[src/design/ssrq_pkg.sv]
`default_nettype none

package ssrq_pkg;

    localparam int SECTOR_W = 48;
    localparam int TAG_W    = 8;
    localparam int OCC_W    = 5;

    localparam logic [1:0] MODE_INSERT   = 2'd0;
    localparam logic [1:0] MODE_DISPATCH = 2'd1;
    localparam logic [1:0] MODE_REMOVE   = 2'd2;
    localparam logic [1:0] MODE_NOP      = 2'd3;

    localparam logic [1:0] ST_OK    = 2'd0;
    localparam logic [1:0] ST_FULL  = 2'd1;
    localparam logic [1:0] ST_EMPTY = 2'd2;
    localparam logic [1:0] ST_NOTAG = 2'd3;

    typedef struct packed {
        logic [SECTOR_W-1:0] sector;
        logic [TAG_W-1:0]    tag;
    } t_entry;

    localparam int ENTRY_W = $bits(t_entry);

endpackage

`default_nettype wire

[src/design/ssrq_ram.sv]
`default_nettype none

module ssrq_ram #(
    parameter int WIDTH = 56,
    parameter int DEPTH = 16
) (
    input  wire logic                     i_clk,
    input  wire logic                     i_wr_en,
    input  wire logic [$clog2(DEPTH)-1:0] i_wr_addr,
    input  wire logic [WIDTH-1:0]         i_wr_data,
    input  wire logic [$clog2(DEPTH)-1:0] i_rd_addr,
    output logic      [WIDTH-1:0]         o_rd_data
);

    logic [WIDTH-1:0] r_mem [DEPTH];

    always_ff @(posedge i_clk) begin
        if (i_wr_en) begin
            r_mem[i_wr_addr] <= i_wr_data;
        end
        o_rd_data <= r_mem[i_rd_addr];
    end

endmodule

`default_nettype wire

[src/design/sector_sorted_request_queue_unit.sv]
`default_nettype none

// Sorted request queue: keeps up to QUEUE_DEPTH requests (sector, tag) in ascending
// sector order in a single RAM with one write and one registered read port. One
// sequencer walks the stored entries one per cycle through a shared sector compare
// and tag match. An insert walks from the tail toward the head, moving each larger
// entry up one slot until the new request drops in; a dispatch or remove walks from
// the head, finds the entry and moves every later entry down one slot. A transaction
// passes from acceptance through a start state, which sends full, empty and no-op
// cases straight to the result state or else issues the first read, then the walk, then
// a write state for a new request that lands at the head or in an empty queue, and the
// result state. A new transaction is accepted as soon as the sequencer is
// idle, even while the previous result waits in the output register.
module sector_sorted_request_queue_unit
    import ssrq_pkg::*;
#(
    parameter int QUEUE_DEPTH = 16
) (
    input  wire logic                i_clk,
    input  wire logic                i_rst_n,
    input  wire logic                i_in_valid,
    output logic                     o_in_ready,
    input  wire logic [1:0]          i_mode,
    input  wire logic [SECTOR_W-1:0] i_sector,
    input  wire logic [TAG_W-1:0]    i_tag,
    output logic                     o_out_valid,
    input  wire logic                i_out_ready,
    output logic      [1:0]          o_status,
    output logic      [SECTOR_W-1:0] o_out_sector,
    output logic      [TAG_W-1:0]    o_out_tag,
    output logic      [OCC_W-1:0]    o_occupancy
);

    localparam int AW = $clog2(QUEUE_DEPTH);
    localparam int CW = $clog2(QUEUE_DEPTH + 1);

    localparam logic [2:0] S_IDLE  = 3'd0;
    localparam logic [2:0] S_START = 3'd1;
    localparam logic [2:0] S_INS   = 3'd2;
    localparam logic [2:0] S_WNEW  = 3'd3;
    localparam logic [2:0] S_REM   = 3'd4;
    localparam logic [2:0] S_OUT   = 3'd5;

    logic [2:0]          r_state, n_state;
    logic [CW-1:0]       r_count, n_count;
    logic [AW-1:0]       r_ptr, n_ptr;
    logic [AW-1:0]       r_wpos, n_wpos;
    logic                r_found, n_found;
    logic [1:0]          r_mode, n_mode;
    logic [SECTOR_W-1:0] r_sector, n_sector;
    logic [TAG_W-1:0]    r_tag, n_tag;
    logic [1:0]          r_status, n_status;
    t_entry              r_res, n_res;

    logic                r_out_vld, n_out_vld;
    logic [1:0]          r_o_status, n_o_status;
    t_entry              r_o_res, n_o_res;
    logic [OCC_W-1:0]    r_o_occ, n_o_occ;

    logic                wr_en;
    logic [AW-1:0]       wr_addr;
    t_entry              wr_data;
    logic [AW-1:0]       rd_addr;
    logic [ENTRY_W-1:0]  rd_bits;
    t_entry              rd_entry;
    t_entry              new_entry;
    logic [AW-1:0]       last_idx;
    logic                sec_greater;
    logic                hit;
    logic                load_out;

    ssrq_ram #(
        .WIDTH (ENTRY_W),
        .DEPTH (QUEUE_DEPTH)
    ) u_ram (
        .i_clk     (i_clk),
        .i_wr_en   (wr_en),
        .i_wr_addr (wr_addr),
        .i_wr_data (wr_data),
        .i_rd_addr (rd_addr),
        .o_rd_data (rd_bits)
    );

    assign rd_entry  = t_entry'(rd_bits);
    assign new_entry = '{sector: r_sector, tag: r_tag};
    assign last_idx  = AW'(r_count - 1'b1);

    // The shared compare unit: sector order for inserts, tag match for removes, head slot for dispatches.
    assign sec_greater = rd_entry.sector > r_sector;
    assign hit = !r_found && ((r_mode == MODE_DISPATCH) ? (r_ptr == '0)
                                                        : (rd_entry.tag == r_tag));

    assign o_in_ready = (r_state == S_IDLE);
    assign load_out   = (r_state == S_OUT) && (!r_out_vld || i_out_ready);

    always_comb begin
        n_state  = r_state;
        n_count  = r_count;
        n_ptr    = r_ptr;
        n_wpos   = r_wpos;
        n_found  = r_found;
        n_mode   = r_mode;
        n_sector = r_sector;
        n_tag    = r_tag;
        n_status = r_status;
        n_res    = r_res;
        wr_en    = 1'b0;
        wr_addr  = r_wpos;
        wr_data  = new_entry;
        rd_addr  = '0;

        unique case (r_state)
            S_IDLE: begin
                if (i_in_valid) begin
                    n_mode   = i_mode;
                    n_sector = i_sector;
                    n_tag    = i_tag;
                    n_status = ST_OK;
                    n_res    = '0;
                    n_found  = 1'b0;
                    n_state  = S_START;
                end
            end
            S_START: begin
                unique case (r_mode)
                    MODE_INSERT: begin
                        if (r_count == CW'(QUEUE_DEPTH)) begin
                            n_status = ST_FULL;
                            n_state  = S_OUT;
                        end else if (r_count == '0) begin
                            n_wpos  = '0;
                            n_state = S_WNEW;
                        end else begin
                            rd_addr = last_idx;
                            n_ptr   = last_idx;
                            n_state = S_INS;
                        end
                    end
                    MODE_DISPATCH, MODE_REMOVE: begin
                        if (r_count == '0) begin
                            n_status = ST_EMPTY;
                            n_state  = S_OUT;
                        end else begin
                            rd_addr = '0;
                            n_ptr   = '0;
                            n_state = S_REM;
                        end
                    end
                    default: begin
                        n_state = S_OUT;
                    end
                endcase
            end
            S_INS: begin
                // Walking from the tail: larger entries move up one slot.
                wr_en   = 1'b1;
                wr_addr = r_ptr + 1'b1;
                if (sec_greater) begin
                    wr_data = rd_entry;
                    if (r_ptr == '0) begin
                        n_wpos  = '0;
                        n_state = S_WNEW;
                    end else begin
                        rd_addr = r_ptr - 1'b1;
                        n_ptr   = r_ptr - 1'b1;
                    end
                end else begin
                    wr_data = new_entry;
                    n_count = r_count + 1'b1;
                    n_state = S_OUT;
                end
            end
            S_WNEW: begin
                wr_en   = 1'b1;
                wr_addr = r_wpos;
                wr_data = new_entry;
                n_count = r_count + 1'b1;
                n_state = S_OUT;
            end
            S_REM: begin
                // After the match every later entry closes the gap by one slot.
                if (r_found) begin
                    wr_en   = 1'b1;
                    wr_addr = r_ptr - 1'b1;
                    wr_data = rd_entry;
                end
                if (hit) begin
                    n_found = 1'b1;
                    n_res   = rd_entry;
                end
                if (r_ptr == last_idx) begin
                    if (r_found || hit) begin
                        n_count = r_count - 1'b1;
                    end else begin
                        n_status = ST_NOTAG;
                    end
                    n_state = S_OUT;
                end else begin
                    rd_addr = r_ptr + 1'b1;
                    n_ptr   = r_ptr + 1'b1;
                end
            end
            S_OUT: begin
                if (load_out) begin
                    n_state = S_IDLE;
                end
            end
            default: begin
                n_state = S_IDLE;
            end
        endcase
    end

    always_comb begin
        n_out_vld  = r_out_vld;
        n_o_status = r_o_status;
        n_o_res    = r_o_res;
        n_o_occ    = r_o_occ;
        if (load_out) begin
            n_out_vld  = 1'b1;
            n_o_status = r_status;
            n_o_res    = r_res;
            n_o_occ    = OCC_W'(r_count);
        end else if (i_out_ready) begin
            n_out_vld = 1'b0;
        end
    end

    always_ff @(posedge i_clk) begin
        if (!i_rst_n) begin
            r_state   <= S_IDLE;
            r_count   <= '0;
            r_found   <= 1'b0;
            r_out_vld <= 1'b0;
        end else begin
            r_state   <= n_state;
            r_count   <= n_count;
            r_found   <= n_found;
            r_out_vld <= n_out_vld;
        end
    end

    always_ff @(posedge i_clk) begin
        r_ptr      <= n_ptr;
        r_wpos     <= n_wpos;
        r_mode     <= n_mode;
        r_sector   <= n_sector;
        r_tag      <= n_tag;
        r_status   <= n_status;
        r_res      <= n_res;
        r_o_status <= n_o_status;
        r_o_res    <= n_o_res;
        r_o_occ    <= n_o_occ;
    end

    assign o_out_valid  = r_out_vld;
    assign o_status     = r_o_status;
    assign o_out_sector = r_o_res.sector;
    assign o_out_tag    = r_o_res.tag;
    assign o_occupancy  = r_o_occ;

    a_count_bound: assert property (@(posedge i_clk) disable iff (!i_rst_n)
        r_count <= CW'(QUEUE_DEPTH))
        else $error("queue count exceeds depth");

    a_accept_starts: assert property (@(posedge i_clk) disable iff (!i_rst_n)
        (i_in_valid && o_in_ready) |=> (r_state == S_START))
        else $error("accepted transaction did not start the sequencer");

    a_full_status: assert property (@(posedge i_clk) disable iff (!i_rst_n)
        (r_state == S_OUT && r_status == ST_FULL) |-> (r_count == CW'(QUEUE_DEPTH)))
        else $error("full status reported while queue not full");

    a_empty_status: assert property (@(posedge i_clk) disable iff (!i_rst_n)
        (r_state == S_OUT && r_status == ST_EMPTY) |-> (r_count == '0))
        else $error("empty status reported while queue holds entries");

    a_fail_zero: assert property (@(posedge i_clk) disable iff (!i_rst_n)
        (o_out_valid && o_status != ST_OK) |-> (o_out_sector == '0 && o_out_tag == '0))
        else $error("failed transaction reports a nonzero entry");

endmodule

`default_nettype wire
[config.mk]
export PLATFORM = sky130hd
export DESIGN_NAME = sector_sorted_request_queue_unit
export DESIGN_NICKNAME = d
export VERILOG_FILES = /design/src/design/ssrq_pkg.sv /design/src/design/ssrq_ram.sv /design/src/design/sector_sorted_request_queue_unit.sv
export SDC_FILE = /design/constraint.sdc
export NUM_CORES = 1
export LEC_CHECK = 0
export ABC_CLOCK_PERIOD_IN_PS = 12850
export BUFFER_PORTS_ARGS = -buffer_cell sky130_fd_sc_hd__buf_2
export CORE_ASPECT_RATIO = 1.25
export CORE_MARGIN = 8
export CORE_UTILIZATION = 45
export CTS_CLUSTER_SIZE = 8
export DETAILED_ROUTE_END_ITERATION = 8
export SLEW_MARGIN = 20
export SYNTH_ARGS = -nofsm -noshare
export SYNTH_HDL_FRONTEND = slang
export SYNTH_HIERARCHICAL = 1
export SYNTH_SLANG_ARGS = --single-unit
[constraint.sdc]
create_clock -name i_clk -period 12.85 [get_ports i_clk]
set_input_delay 1.9275 -clock i_clk [delete_from_list [all_inputs] [get_ports i_clk]]
set_output_delay 1.9275 -clock i_clk [all_outputs]
set_load 0.05 [all_outputs]
======== After elaboration in Yosys (flattened, before gate mapping) ========
Memory sizes are Yosys's and may differ from the RTL's. A register that Yosys moved wholly into a read port is not among the register bits.
Cells that the tools add are included.
word-level totals
  memory bits (writable) .................. 896
  input bits .............................. 62
  memories kept ........................... 1
  register bits ........................... 197
memory list
  memory       depth  bits a word  read ports  clocked after Yosys merged registers in  wr ports  RTL line        RTL
  u_ram.r_mem  16     56           1           1                                        1         ssrq_ram.sv:15  logic [WIDTH-1:0] r_mem [DEPTH];
cells by class
  $add $sub $neg .......................... 4
  reduce and logical (&&, ||, !) cells .... 25
  mux-type cells .......................... 60
  equality and inequality tests ........... 31
  magnitude comparators ................... 1
operators with widths
  kind                                                                    count
  56-bit two-way mux                                                      4
  56-bit case mux with 2 select lines                                     2
  4-bit two-way mux                                                       18
  48-bit greater-than comparator                                          1
  2-bit != test (second input constant)                                   13
  4-bit case mux with 2 select lines                                      3
  4-bit case mux with 3 select lines                                      2
  3-bit two-way mux                                                       6
  3-bit != test (second input constant)                                   6
  3-bit case mux with 6 select lines                                      1
  5-bit two-way mux                                                       3
  5-bit case mux with 3 select lines                                      1
  1-bit two-way mux                                                       10
  2-bit two-way mux                                                       5
  3-bit nonzero test                                                      3
  8-bit equality test                                                     1
  4-bit AND reduction                                                     2
  8-bit AND reduction                                                     1
  7-bit AND reduction                                                     1
  3-bit by 2-bit equality test with 1-bit output (second input constant)  2
  3-bit equality test (second input constant)                             2
  2-bit case mux with 3 select lines                                      1
  3-bit case mux with 2 select lines                                      1
  6-bit AND reduction                                                     1
  24 further kinds                                                        31

======== Longest topological paths before layout ========
Gate-level depths: netlist (run 1).
  depth in word-level cells ............... 7
  gate-level depth with buffers ........... 15

======== Modules after synthesis ========
Netlist (run 1), hierarchy kept.
by module, submodules not included
  module                            sequential area each (um2)  instances  cells an instance  area each (um2)
  ssrq_ram                          28026.9                     1          1445               34678.3
  sector_sorted_request_queue_unit  5695.5                      1          690                9361.5

======== Least setup slack after synthesis (run 1) ========
No wires, ideal clock.
  path type ............................... register -> register
  from .................................... register r_state[2]
  to ...................................... memory u_ram.r_mem[0][0], enable pin
  data required time ...................... 12.311 ns
  library setup time ...................... 0.539 ns
  stages on the path, launching flop included .. 8
  slack ................................... 6.637 ns
  path buffers ............................ 1
  data arrival time ....................... 5.675 ns
  cell sequence ........................... dfxtp_1 clkbuf_1 nand2b_1 nor2_1 nand2_1 nand2_1 or3b_2 nor3_1
between the ends
  longest elaborated chain between the ends .. 5
ends and longest elaborated chain
  item                                            RTL line                                 RTL
  start, declared                                 sector_sorted_request_queue_unit.sv:44   logic [2:0] r_state, n_state;
  start signal, assigned                          sector_sorted_request_queue_unit.sv:236  r_state <= n_state;
  3-bit by 2-bit equality test with 1-bit output  sector_sorted_request_queue_unit.sv:112  unique case (r_state)
  2-bit OR reduction (no source line)             --
  1-bit case mux with 2 select lines *            sector_sorted_request_queue_unit.sv:112
  net wr_en                                       sector_sorted_request_queue_unit.sv:60   logic wr_en;
  1-bit two-way mux *                             ssrq_ram.sv:18                           if (i_wr_en) begin
  1-bit two-way mux (implied by the code) *       ssrq_ram.sv:19                           r_mem[i_wr_addr] <= i_wr_data;
  end, declared                                   ssrq_ram.sv:15
Mark *: on every way through the listed nets, which the timed path passes. The rest lies on a longest branch.

======== Worst setup path after layout (run 1) ========
  from .................................... register r_sector[29]
  to ...................................... register u_ram.o_rd_data[19] (read register of u_ram.r_mem)
between the ends
  longest elaborated chain between the ends .. 3
ends and longest elaborated chain
  item                                RTL line                                 RTL
  start, declared                     sector_sorted_request_queue_unit.sv:50   logic [SECTOR_W-1:0] r_sector, n_sector;
  start signal, assigned              sector_sorted_request_queue_unit.sv:247  r_sector <= n_sector;
  48-bit greater-than comparator      sector_sorted_request_queue_unit.sv:89   assign sec_greater = rd_entry.sector > r_sector;
  4-bit two-way mux                   sector_sorted_request_queue_unit.sv:158  if (sec_greater) begin
  4-bit case mux with 3 select lines  sector_sorted_request_queue_unit.sv:112
  net rd_addr[1]                      sector_sorted_request_queue_unit.sv:63   logic [AW-1:0] rd_addr;
  end, declared                       ssrq_ram.sv:12                           output logic [WIDTH-1:0] o_rd_data
The timed path passes the listed nets, and every way through them passes these cells.
A chain may end at the register's enable or synchronous reset.

==> run_results.csv, run 1 <==
group,metric,value,unit
logic_synthesis,synth_ff_type,"edfxtp_1",
worst_setup_path,crit_family,"buffers and inverters",
layout,final_common_cell,"edfxtp_1",
logic_synthesis,avgSynthCellArea,20.6,um2
worst_setup_path,cp_data_arrival_time,6920,ps
logic_synthesis,synth_enable_flop_cells,1079,
cts,cts_setup_buffers,0,
logic_synthesis,synth_top_cell_by_area,"edfxtp_1",
layout,syn_to_final_growth,15.8,%
cts,ctsResizeCount,0,
layout,fin_nets,2476,
logic_synthesis,synthCells,2135,
worst_setup_path,r2r_start,"r_sector[29]$_DFFE_PP_",
place,io_buffers,126,
sta,slew_headroom,26.3,%
worst_setup_path,cp_slowest_cell,"buf_4",
place,gp_congestion,0.803,
floorplan,pin_count,127,
worst_setup_path,path_common_cell,"buf_4",
routing,drtIter0Drc,1994,
layout,fillCellCount,7558,
cts,clock_sinks,1145,
layout,regArea,33700,um2
place,dpl.hpwl,54.7,mm
logic_synthesis,yosysTopAreaCellShare,73.6,%
routing,wire_per_inst,28.3,um
routing,drc,0,
cts,insertion_delay,750,ps
pwr,powerDensity,214,nW/um2
layout,multi_input_area,9700,um2
grt,antenna_found_initial,3,
worst_setup_path,r2r_setup_slack,6540,ps
sta,fin_skew,24.8,ps
sta,setup_viol,0,
run,max_cap_viol_count,0,
worst_setup_path,crit_chain,"inv_1, ha_1, nand4_1, nor3_1, a221o_1, a22o_1, or3_1, nand2_1, o221ai_4, buf_4, buf_4, buf_4, mux4_2, a22oi_1, nand2_1",
logic_synthesis,ys_seq_area_share,76.6,%
floorplan,fp.dieW,296,um
sta,timing.final.crit_share,49.1,%
layout,postLayoutCellArea,51000,um2
grt,overflow,0,
hold_path,hold_depth,0,
layout,drive_above_1_share,26.5,%
logic_synthesis,syn-num-nets,2253,
logic_synthesis,ys_ff_latch,1145,
routing,avgViaCountPerCell,5.77,
worst_setup_path,regToRegEndpoint,"u_ram/o_rd_data[19]$_DFF_P_",
grt,grt_start_max_net_pins,116,
hold_path,hp-start,"r_res[15]$_SDFFCE_PN0P_",
place,placed_area,46200,um2
sta,fmax,159,MHz
hold_path,hold_path_end,"o_out_sector[7]$_DFFE_PP_",
grt,grt_pass1_vias,23100,
worst_setup_path,cp_max_fo,70,
hold_path,hp-class,"flop to flop",
floorplan,die_h,366,um
logic_synthesis,ys_types,59,
cts,tritoncts,"built",
sta,finalCriticalPeriod,6310,ps
outcome,status,"complete, no violations",
routing,first_pass_iters,5,
cts,holdBufCountCts,0,
pwr,static-leakage-power,16.8,nW
sta,tightest_slew,1110,ps
logic_synthesis,ys_warn_count,6,
sta,finalHoldViolCount,0,
pwr,ir_drop,0.000135,V
floorplan,initial_core_util,45.3,%
routing,drt.antenna.violating_nets,0,
floorplan,die_area,108000,um2
cts,clockBufferDepth,3,
routing,totalWireLength,107,mm
cts,cts_htree_levels,4,
sta,rsz0062_at_grt,"false",
cts,root_buffer,"clkbuf_16",
cts,clkTransAtPathRegs,50,ps
layout,final_cell_mix,"1079 x edfxtp_1, 224 x mux4_2, 167 x clkbuf_16",
routing,vias,21800,
worst_setup_path,timing_worst_setup_path_type,"flop to flop",
logic_synthesis,synth-async-reset-ratio,0,%
layout,antenna_cells,0,
worst_setup_path,cp.buffers_inverters,4,
logic_synthesis,synthTopCellsByArea,"edfxtp_1 74%, mux4_2 11%, dfxtp_1 3.0%",
worst_setup_path,cp-end-kind,"flop",
worst_setup_path,r2r_cells,15,
logic_synthesis,syn_area,44000,um2
worst_setup_path,critPathMaxStageDelay,970,ps
worst_setup_path,start_kind,"flop",
cts,cts_buffers,161,
sta,tns,0,ps
worst_setup_path,worstPathRequired,13460,ps
grt,grt_pass1_wl,156,mm
sta,finalMaxSlewViolations,0,
grt,track_usage,19.8,%
floorplan,rows,128,
floorplan,coreArea,97200,um2
-- per-stage QoR --
stage          power (W)  cells  util, %  hold WS [ps]  worst slack, ps
2_1_floorplan    0.00637   2135        -           400             6640
3_3_place_gp     0.00703   3494     47.5           401             6600
3_5_place_dp     0.00709   3494     47.5           405             6460
4_1_cts           0.0110   3777     52.4           411             6430
5_1_grt           0.0114   3778     52.5           416             6190
6_report          0.0109   3778     52.5           411             6540
-- flip-flops by register name (all words and copies together), names as in the netlist, 3 cells and up --
signal and count:
o_occupancy 5, o_out_sector 48, o_out_tag 8, r_count 5, r_ptr 4, r_res 56
r_sector 48, r_state 3, r_tag 8, u_ram/o_rd_data 56, u_ram/r_mem 896
-- power breakdown --
group | switching, W | internal [W] | total (W)
logic | 0.00137 | 0.000829 | 0.00220
registers | 0.000184 | 0.00461 | 0.00480
clock network | 0.00151 | 0.00242 | 0.00393
-- metal layers --
metal / routed length (um) / GRT usage [%]
met1: 42600 / 25.4
met2: 55500 / 34.0
met3: 6660 / 3.86
met4: 2270 / 5.49
met5: 0 / 0
-- how the worst max path moves through the flow --
stage | from | to | depth (start not counted)
2_1_floorplan | r_state[2]$_SDFFE_PN0P_ | u_ram/r_mem[0][0]$_DFFE_PP_ | 7
3_3_place_gp | r_sector[31]$_DFFE_PP_ | u_ram/o_rd_data[19]$_DFF_P_ | 15
3_5_place_dp | r_sector[29]$_DFFE_PP_ | u_ram/o_rd_data[20]$_DFF_P_ | 15
4_1_cts | r_sector[31]$_DFFE_PP_ | u_ram/o_rd_data[20]$_DFF_P_ | 15
5_1_grt | r_sector[31]$_DFFE_PP_ | u_ram/o_rd_data[20]$_DFF_P_ | 15
6_report | r_sector[29]$_DFFE_PP_ | u_ram/o_rd_data[19]$_DFF_P_ | 15
-- synthesized netlist by cell type (4+ instances only) --
library cell and instances:
xnor2_1 14, buf_6 20, nor2b_1 7, inv_1 62, o22ai_1 5, nor2_1 25
nand4_1 13, dfxtp_1 66, nand2_1 94, mux4_2 224, nor3_1 15, buf_4 5
ha_1 56, edfxtp_1 1079, clkbuf_1 67, nand3_1 11, o31ai_1 6, o21ai_0 15
nand3b_1 4, buf_2 12, mux2_4 40, a22oi_1 112, a21oi_1 42, o211ai_1 5
o221ai_1 4, mux2_2 16, and3_1 57, nand2b_1 13
-- kinds of logic after synthesis --
group / count (synthesis) / synth area share, %
xor+xnor: 18 / 0.423
simple gates: 256 / 2.95
compound gates: 213 / 3.39
mux: 280 / 13.2
flops: 1145 / 76.6
buf+inv: 167 / 1.84
fa+ha+maj: 56 / 1.59
-- layout make-up --
type | count | share of cell area (%)
flip-flops and latches | 1145 | 66.1
multi-input cells | 823 | 19.0
clock buffers | 272 | 8.97
well taps | 1300 | 3.19
repair buffers | 165 | 1.90
inverters | 62 | 0.459
clock inverters | 11 | 0.326
-- worst reg2reg max path: stages (launching register included) --
cell and delay (ps):
edfxtp_1 350, inv_1 50, ha_1 290, nand4_1 260, nor3_1 660, a221o_1 250
a22o_1 320, or3_1 280, nand2_1 150, o221ai_4 190, buf_4 730, buf_4 1020
buf_4 830, mux4_2 490, a22oi_1 210, nand2_1 90
(Power assumes the default switching activity.)
==> inputs of run 2 (changes only) <==
ABC_CLOCK_PERIOD_IN_PS = 5700   (was 12850)
clock period = 5.7 ns   (was 12.85 ns; I/O delays follow)
==> run_results.csv, run 2 (same netlist as run 1, synthesis figures left out) <==
group,metric,value,unit
grt,grt_start_max_net_pins,113,
layout,largest-register,"u_ram/r_mem",
floorplan,coreArea,97200,um2
worst_setup_path,cp_slowest_cell,"buf_4",
routing,drtIter0Drc,2198,
place,gp_congestion,0.834,
cts,cts_setup_buffers,0,
sta,timing.final.crit_share,88.0,%
grt,overflow,0,
floorplan,fp.dieW,296,um
layout,largest_reg_flops,896,
grt,grt_pass1_wl,156,mm
sta,finalCriticalPeriod,5020,ps
cts,clockBufferDepth,3,
floorplan,pin_count,127,
cts,clock_sinks,1145,
sta,slew_headroom,22.6,%
place,io_buffers,126,
worst_setup_path,worstPathRequired,6320,ps
cts,insertion_delay,760,ps
run,max_cap_viol_count,0,
worst_setup_path,crit_chain,"inv_1, ha_1, nand4_1, nor3_1, nand3_1, a31oi_1, or3_1, a21oi_1, o22ai_4, buf_4, mux4_2, a22oi_1, nand2_1",
worst_setup_path,start_kind,"flop",
routing,avgViaCountPerCell,5.77,
worst_setup_path,cp_max_fo,36,
hold_path,hp-class,"input port to flop",
layout,syn_to_final_growth,16.8,%
pwr,static-leakage-power,17.0,nW
layout,top_regs,"u_ram/r_mem (896), r_res (56), u_ram/o_rd_data (56)",
outcome,status,"complete, no violations",
worst_setup_path,timing_worst_setup_path_type,"flop to flop",
cts,root_buffer,"clkbuf_16",
worst_setup_path,critPathMaxStageDelay,700,ps
layout,fin_util,52.9,%
routing,wire_per_inst,28.0,um
layout,final_common_cell,"edfxtp_1",
worst_setup_path,cp_data_arrival_time,5640,ps
routing,vias,22000,
pwr,powerDensity,480,nW/um2
cts,cts_htree_levels,4,
grt,antenna_found_initial,4,
sta,fin_skew,29.1,ps
layout,fillCellCount,7587,
routing,first_pass_iters,6,
floorplan,die_h,366,um
pwr,ir_drop,0.000325,V
sta,rsz0062_at_grt,"false",
cts,cts_buffers,161,
cts,holdBufCountCts,0,
layout,fin_nets,2507,
routing,drc,0,
cts,clkTransAtPathRegs,50,ps
sta,tns,0,ps
cts,tritoncts,"built",
routing,drt.antenna.violating_nets,0,
sta,finalHoldViolCount,0,
floorplan,initial_core_util,45.3,%
sta,fmax,199,MHz
layout,antenna_cells,0,
sta,tightest_slew,1160,ps
sta,setup_viol,0,
cts,ctsResizeCount,0,
grt,grt_pass1_vias,23200,
sta,finalMaxSlewViolations,0,
worst_setup_path,cp-end-kind,"flop",
place,dpl.hpwl,56.4,mm
layout,final_cell_mix,"1079 x edfxtp_1, 224 x mux4_2, 167 x clkbuf_16",
floorplan,die_area,108000,um2
grt,track_usage,19.7,%
floorplan,rows,128,
routing,totalWireLength,107,mm
layout,drive_above_1_share,27.4,%
## run 2: critical path: cells and delay by family, from the launching register on
family,cells,cell delay [ps]
compound gates,4,1510
simple gates,5,1320
buf+inv,2,760
mux,1,580
flops,1,400
fa+ha+maj,1,310
## run 2: worst paths after layout
path | startpoint | endpoint | slack [ps] | depth (start not counted)
setup / recovery | r_sector[43]$_DFFE_PP_ | u_ram/o_rd_data[34]$_DFF_P_ | 680 | 13
hold / removal | i_tag[1] | r_tag[1]$_DFFE_PP_ | 280 | 1
setup reg to reg | r_sector[43]$_DFFE_PP_ | u_ram/o_rd_data[34]$_DFF_P_ | 680 | 13
hold reg to reg | r_res[18]$_SDFFCE_PN0P_ | o_out_sector[10]$_DFFE_PP_ | 410 | 0
## run 2: cell type report
| class | count | area, um2 | area share (%) |
|---|---|---|---|
| tap | 1300 | 1630 | 3.16 |
| multi-input combinational | 823 | 9720 | 18.9 |
| clock buffer | 268 | 4560 | 8.86 |
| inverter | 62 | 234 | 0.455 |
| sequential | 1145 | 33700 | 65.6 |
| timing repair buffer | 196 | 1430 | 2.78 |
| clock inverter | 10 | 143 | 0.277 |
## run 2: metal layers
layer  GRT usage (%)  up-vias  wire length [um]
met1            25.8    11700             43000
met2            33.2      833             54200
li1                -     9308                 -
met4            5.87        0              2320
met3            3.67      163              7020
met5               0        -                 0
## run 2: stage by stage
| step | setup slack (ps) | instance area [um2] | hold WS, ps | total power [W] | instances |
|---|---|---|---|---|---|
| floorplan | 755 | 44100 | 400 | 0.0144 | 2135 |
| global placement | 817 | 46700 | 401 | 0.0160 | 3525 |
| detailed placement | 675 | 46700 | 405 | 0.0161 | 3525 |
| CTS | 649 | 51400 | 222 | 0.0249 | 3803 |
| global route | 361 | 51400 | 229 | 0.0257 | 3804 |
| finish | 681 | 51400 | 279 | 0.0247 | 3804 |
## run 2: power breakdown
group	switching, W	internal [W]
clock network	0.00339	0.00540
registers	0.000458	0.0104
logic	0.00309	0.00196
